<file path="config.mk">
export PLATFORM = sky130hd
export DESIGN_NAME = tctq_cell
export DESIGN_NICKNAME = d
export VERILOG_FILES = /design/src/tctq_pkg.sv /design/src/tctq_cell.sv
export SDC_FILE = /design/constraint.sdc
export NUM_CORES = 1
export LEC_CHECK = 0
export BUFFER_PORTS_ARGS = -buffer_cell sky130_fd_sc_hd__buf_2
export CORE_MARGIN = 1
export CORE_UTILIZATION = 25
export DETAILED_ROUTE_END_ITERATION = 7
export GPL_TIMING_DRIVEN = 1
export PLACE_DENSITY = 0.53
export SYNTH_ARGS = -nofsm -noshare
export SYNTH_HDL_FRONTEND = slang
export SYNTH_SLANG_ARGS = --single-unit
</file>
<file path="constraint.sdc">
create_clock -name clk -period 10.2 [get_ports clk]
set_input_delay 2.04 -clock clk [delete_from_list [all_inputs] [get_ports clk]]
set_output_delay 2.04 -clock clk [all_outputs]
set_load 0.01 [all_outputs]
</file>
<file path="src/tctq_pkg.sv">
package tctq_pkg;

  // Field widths of the channels.
  localparam int OP_W     = 3;
  localparam int TICKET_W = 11;

  // Each cell of the chain holds the bits of 32 consecutive tickets.
  localparam int CELL_BITS = 32;
  localparam int CB_W      = 5;

  // Position and count widths cover the largest supported capacity (65536).
  localparam int POS_W = 16;
  localparam int CNT_W = 17;

  localparam logic [OP_W-1:0] OP_ISSUE      = 3'd0;
  localparam logic [OP_W-1:0] OP_ISSUE_VIP  = 3'd1;
  localparam logic [OP_W-1:0] OP_CALL       = 3'd2;
  localparam logic [OP_W-1:0] OP_COUNT      = 3'd3;
  localparam logic [OP_W-1:0] OP_COUNT_UPTO = 3'd4;
  localparam logic [OP_W-1:0] OP_CANCEL     = 3'd5;
  localparam logic [OP_W-1:0] OP_RESET      = 3'd6;

  typedef enum logic [1:0] {
    SCAN_COUNT,
    SCAN_CALL,
    SCAN_CANCEL
  } scan_kind_t;

  // Token that walks down the cell chain, one cell per cycle.
  typedef struct packed {
    logic             valid;
    scan_kind_t       kind;
    logic [CNT_W-1:0] limit;
    logic [POS_W-1:0] target;
    logic [CNT_W-1:0] cnt;
    logic             vip_hit;
    logic [POS_W-1:0] vip_pos;
    logic             norm_hit;
    logic [POS_W-1:0] norm_pos;
    logic             hit;
    logic             hit_vip;
  } tok_t;

  // Write request broadcast to every cell.
  typedef struct packed {
    logic             set_en;
    logic             clr_en;
    logic             clr_all;
    logic [POS_W-1:0] pos;
    logic             vip;
  } wr_t;

  typedef struct packed {
    logic [TICKET_W-1:0] ticket;
    logic                is_vip;
    logic [TICKET_W-1:0] tally;
    logic                status;
  } res_t;

  localparam res_t RES_ERR = '{ticket: '0, is_vip: 1'b0, tally: '0, status: 1'b1};

  function automatic logic [CB_W:0] popcount(input logic [CELL_BITS-1:0] v);
    logic [CB_W:0] n;
    n = '0;
    for (int i = 0; i < CELL_BITS; i++) begin
      n = n + (CB_W+1)'(v[i]);
    end
    return n;
  endfunction

  function automatic logic [CB_W-1:0] lowest_set(input logic [CELL_BITS-1:0] v);
    logic [CB_W-1:0] idx;
    idx = '0;
    for (int i = CELL_BITS - 1; i >= 0; i--) begin
      if (v[i]) begin
        idx = CB_W'(i);
      end
    end
    return idx;
  endfunction

endpackage

</file>
<file path="src/tctq_cell.sv">
module tctq_cell import tctq_pkg::*; #(
  parameter int CELL_IDX = 0
) (
  input  logic clk,
  input  logic rst_n,
  input  wr_t  wr_i,
  input  tok_t tok_i,
  output tok_t tok_o
);

  localparam logic [POS_W-CB_W-1:0] MY_ID = (POS_W-CB_W)'(CELL_IDX);
  localparam logic [CNT_W:0] BASE_E = (CNT_W+1)'(CELL_IDX * CELL_BITS);
  localparam logic [CNT_W:0] TOP_E  = (CNT_W+1)'((CELL_IDX + 1) * CELL_BITS);

  logic [CELL_BITS-1:0] wait_r, wait_nxt;
  logic [CELL_BITS-1:0] vip_r, vip_nxt;
  tok_t                 tok_r, tok_nxt;
  logic [CELL_BITS-1:0] mask;
  logic [CELL_BITS-1:0] vip_wait;
  logic [CELL_BITS-1:0] norm_wait;
  logic [CNT_W:0]       lim_e;
  logic                 wr_here;
  logic                 tgt_here;
  logic [CB_W-1:0]      wr_off;
  logic [CB_W-1:0]      tgt_off;

  assign wr_here  = (wr_i.pos[POS_W-1:CB_W] == MY_ID);
  assign wr_off   = wr_i.pos[CB_W-1:0];
  assign tgt_here = (tok_i.target[POS_W-1:CB_W] == MY_ID);
  assign tgt_off  = tok_i.target[CB_W-1:0];
  assign lim_e    = {1'b0, tok_i.limit};

  assign vip_wait  = wait_r & vip_r;
  assign norm_wait = wait_r & ~vip_r;

  always_comb begin
    wait_nxt = wait_r;
    vip_nxt  = vip_r;
    if (wr_i.clr_all) begin
      wait_nxt = '0;
    end else if (wr_here) begin
      if (wr_i.set_en) begin
        wait_nxt[wr_off] = 1'b1;
        vip_nxt[wr_off]  = wr_i.vip;
      end
      if (wr_i.clr_en) begin
        wait_nxt[wr_off] = 1'b0;
      end
    end
  end

  // Only tickets up to and including the limit take part in a count.
  always_comb begin
    if (lim_e >= TOP_E) begin
      mask = '1;
    end else if (lim_e <= BASE_E) begin
      mask = '0;
    end else begin
      for (int j = 0; j < CELL_BITS; j++) begin
        mask[j] = (CB_W'(j) < tok_i.limit[CB_W-1:0]);
      end
    end
  end

  always_comb begin
    tok_nxt = tok_i;
    if (tok_i.valid) begin
      unique case (tok_i.kind)
        SCAN_COUNT: begin
          tok_nxt.cnt = tok_i.cnt + CNT_W'(popcount(wait_r & mask));
        end
        SCAN_CALL: begin
          // Earlier cells hold lower tickets, so the first hit wins.
          if (!tok_i.vip_hit && (|vip_wait)) begin
            tok_nxt.vip_hit = 1'b1;
            tok_nxt.vip_pos = {MY_ID, lowest_set(vip_wait)};
          end
          if (!tok_i.norm_hit && (|norm_wait)) begin
            tok_nxt.norm_hit = 1'b1;
            tok_nxt.norm_pos = {MY_ID, lowest_set(norm_wait)};
          end
        end
        SCAN_CANCEL: begin
          if (tgt_here) begin
            tok_nxt.hit     = wait_r[tgt_off];
            tok_nxt.hit_vip = vip_r[tgt_off];
          end
        end
        default: begin
          tok_nxt = tok_i;
        end
      endcase
    end
  end

  always_ff @(posedge clk) begin
    if (!rst_n) begin
      wait_r      <= '0;
      tok_r.valid <= 1'b0;
    end else begin
      wait_r <= wait_nxt;
      tok_r  <= tok_nxt;
    end
    vip_r <= vip_nxt;
  end

  assign tok_o = tok_r;

endmodule

</file>
* After elaboration in Yosys (flattened, before gate mapping) *
Index checks and enable logic that the tools add are counted.

operators by class
  add/sub/neg operators = 32
  magnitude comparators = 37
  eq/ne operators = 2
  mux-type cells = 84
  bitwise operators = 9
  reductions and logical operators = 12

operators with widths
  kind                   count
  $mux W5                64
  $mux W32               6
  $add A6 B1 Y6          26
  $and A32 B32 Y32       4
  $mux W89               1
  $lt A5 B5 Y1 const A   16
  $not A32 Y32           2
  $reduce_or A32 Y1      2
  $mux W17               3
  $lt A4 B5 Y1 const A   8
  $mux W34               1
  $bwmux W32             1
  $or A32 B32 Y32        1
  $logic_not A11 Y1      2
  $lt A3 B5 Y1 const A   4
  $add A17 B6 Y17        1
  $ge A17 B6 Y1 const B  1
  $le A17 B1 Y1 const B  1
  $lt A5 B6 Y1 const B   2
  $bmux W1 S5            2
  $lt A1 B5 Y1 const A   2
  $lt A2 B5 Y1 const A   2
  $add A5 B1 Y6          1
  $add A4 B1 Y5          1
  15 further kinds       22

word-level totals
  register bits = 153
  input port bits = 111
  output and inout bits = 89

* Logic depth before layout (Yosys ltp) *
  depth after elaboration = 38
  mapped depth = 23
  gate-level depth less buffers = 23

* Worst setup path after synthesis *
OpenSTA, ideal clock, no wires.

  kind = input port to flip-flop
  from = in tok_i[78] (netlist name)
  to = reg tok_r, in the netlist tok_o[42] (data pin)
  arrival = 8.060 ns
  required time = 9.944 ns
  setup slack = 1.885 ns
  stages on the path = 23
  path buffers = 0
  path through = nor4_1 -> nand3_1 -> or2_2 -> nor2_1 -> a21boi_0 -> fa_1 -> inv_1 -> fa_1 -> fa_1 -> fa_1 -> fa_1 -> inv_1 -> fa_1 -> inv_1 -> fa_1 -> inv_1 -> fa_1 -> a21o_1 -> a21oi_1 -> nor2b_1 -> o21a_1 -> or3_1 -> a31o_2

RTL lines
  item                    line              RTL
  start: declaration      tctq_cell.sv:7    input tok_t tok_i,
  end signal: assignment  tctq_cell.sv:102  tok_r <= tok_nxt;
  end: declaration        tctq_cell.sv:17   tok_t tok_r, tok_nxt;

==> metrics.txt <==
Clock Path Buffers 2; Critical Path Source Type input port; synthesized area per cell 10.9 um^2; Chip Width 190 um; Slew Viols, Final 0; Synthesized Nets 959; clk_lat worst skew 0.44 ns; Synth cell types 71; Via-to-Cell Ratio 4.94; RSZ-0062 raised after global routing false; die area 36,000 um^2; Logic pwr share 8.7%; Port Buf Inserts 199; Starting Density 25.4%; Sw Ratio between 20% and 30%; status finished, final reports clean; row count 68; gpl congestion 0.902; Mapped Cells around 800; Core Box Area 34,600 um^2; Iteration-0 DRC Markers between 500 and 600; Total Wirelength between 20 and 30 mm; Placed Area 10,300 um^2; layout cells sized above 1 approximately 27%; worst-margin pin slew 1.20 ns; CTS Hold Buffers Added 0; max cap viols 0; Most common cell on crit path fa_1; Peak supply drop 0.101 mV; clock network fraction of total power 44.0%; #FFs+latches synth 153; WHS 0.634 ns; First-pass DRT Iterations 5; total track usage 14.9%; Clock Sinks ~150; Seq/Total Area, Yosys 48.4%; fin area 10,900 um^2; nature of the critical path endpoint flop; I/O pins 200; Tightest Hold Check Type flop to flop; top_reg_cell synth edfxtp_1; Crit path required time 10.39 ns; post-cts gate resize count 0; largest fanout on the critical path 19; H-tree depth 4; first-pass GRT wire length between 40 and 50 mm; minimum clock period 8.44 ns; gr ovfl total 0; Leak roughly 4.2 nW; CTS root buffer clkbuf_16; Detail Route Antenna Nets 0; sequential share of power 47.3%; # DRC 0; WL per Instance 18.2 um; Worst EP arrival 8.63 ns; max frequency around 120 MHz; TritonCTS Buffers 17; fill cell count approximately 3,600; Yosys Warn Count 0; fin crit share 82.8%; non-filler cells, final 1,468; clock tree from TritonCTS done; count of endpoints failing setup in the final report 0; Area growth, synth to finish 23.4%; Final nets approximately 1,200; Cells after DPL between 1,000 and 1,500; internal power ~1.1 mW; largest net degree at the start of global routing ~70; clk_skew 0.0148 ns; ys async rst share 0%; die height 190 um; PwrDens roughly 140 nW/um^2; DP HPWL 20.2 mm; clk slew on worst S/H paths 0.06 ns; critical path's slowest cell fa_1; CP peak stage delay 0.55 ns; worst rel slew slack 20.1%; Post-synth EDFFs 120; Switching Power 347 uW; Via Count 7,259; post-CTS setup buffer count 0; post-route setup TNS 0 ns; critical path class input port to flop; initial antenna violation count 0; diode count 0; Synth Cell Area 8810 um^2; vias in the first global route just under 7,000; final hold viol count 0
[flip-flops by register name, summed over array words and instances (netlist names)]
signal / count
tok_o: 89
vip_r: 32
wait_r: 32
[final timing paths]
check	startpoint	to	slack, ns	cells past startpoint
max	tok_i[80]	tok_o[42]	1.76	25
min	wait_r[15]	wait_r[15]	0.63	2
max reg2reg	wait_r[16]	tok_o[42]	3.96	20
min reg2reg	wait_r[15]	wait_r[15]	0.63	2
[critical path, delay by kind of cell]
family                     cells  cell delay (ns)
adders and majority gates      8             3.67
AOI/OAI and AO/OA              5             0.98
and+or+nand+nor                6             1.35
buffers and inverters          6             0.58
[synth_stat cells (7+ instances only)]
cell | count | area (um^2)
nor2_1 | 64 | 240
nand3_1 | 10 | 50.1
inv_1 | 41 | 154
o21a_1 | 10 | 75.1
nor4_1 | 11 | 68.8
or3_1 | 7 | 43.8
ha_1 | 15 | 188
o21ai_0 | 34 | 170
fa_1 | 26 | 521
and3_1 | 7 | 43.8
clkbuf_1 | 16 | 60.1
nand2_1 | 71 | 267
a211oi_1 | 34 | 255
a22oi_1 | 23 | 173
a21oi_1 | 50 | 250
and2_1 | 31 | 194
nand4_1 | 12 | 75.1
mux4_2 | 16 | 360
nand2b_1 | 20 | 125
dfxtp_1 | 33 | 661
edfxtp_1 | 120 | 3600
nor2b_1 | 34 | 213
xnor2_1 | 9 | 78.8
o211ai_1 | 7 | 52.6
[kinds of logic after synthesis]
| group | after synthesis | share of synthesized area (%) |
|---|---|---|
| xor gates and xnor gates | 12 | 1.19 |
| and+or+nand+nor | 306 | 18.8 |
| AOI/OAI and AO/OA | 208 | 15.9 |
| DFF | 153 | 48.4 |
| muxes | 19 | 4.43 |
| adders and majority gates | 41 | 8.04 |
| buffers and inverters | 68 | 3.28 |
[cells in the final DEF, fill, tap and decap left out, types with 10 or more instances in the layout]
master and instances:
a211oi_1 34, a21oi_1 50, a22oi_1 23, and2_1 31
buf_2 198, clkbuf_16 17, dfxtp_1 33, edfxtp_1 120
fa_1 26, ha_1 15, inv_1 41, mux4_2 16
nand2_1 71, nand2b_1 20, nand3_1 10, nand4_1 12
nor2_1 64, nor2b_1 34, nor4_1 11, o21a_1 10
o21ai_0 34
[routing by layer]
| layer | part of all wire, % | track usage [%] |
|---|---|---|
| met5 | 0 | 0 |
| met4 | 2.5 | 5.71 |
| met3 | 7.7 | 3.58 |
| met2 | 45 | 22.7 |
| met1 | 45 | 20.3 |
[power by group through the flow]
| stage | registers [mW] | logic (mW) | clock network, mW |
|---|---|---|---|
| final | 0.707 | 0.129 | 0.658 |
| after floorplan | 0.736 | 0.0427 | 0 |
| after global routing | 0.709 | 0.142 | 0.699 |
| after detailed placement | 0.721 | 0.131 | 0 |
| after global placement | 0.720 | 0.131 | 0 |
| after CTS | 0.707 | 0.131 | 0.673 |
[per-stage QoR]
stage / worst slack [ns] / total power [mW] / util [%]
4_1_cts: 1.71 / 1.51 / 31.4
3_3_place_gp: 1.34 / 0.851 / 29.6
6_report: 1.76 / 1.49 / 31.4
2_1_floorplan: 1.88 / 0.779 / -
3_5_place_dp: 1.25 / 0.851 / 29.6
5_1_grt: 1.39 / 1.55 / 31.4
[layout make-up]
class / instances / area (um^2) / area share [%]
tap: 455 / 569 / 5.24
inverter: 41 / 154 / 1.42
sequential: 153 / 4260 / 39.2
multi-input combinational: 586 / 4260 / 39.2
clock inverter: 13 / 170 / 1.57
clock buffer: 19 / 443 / 4.07
timing repair buffer: 201 / 1010 / 9.32
Note: power is estimated with default switching activity, not from simulation.
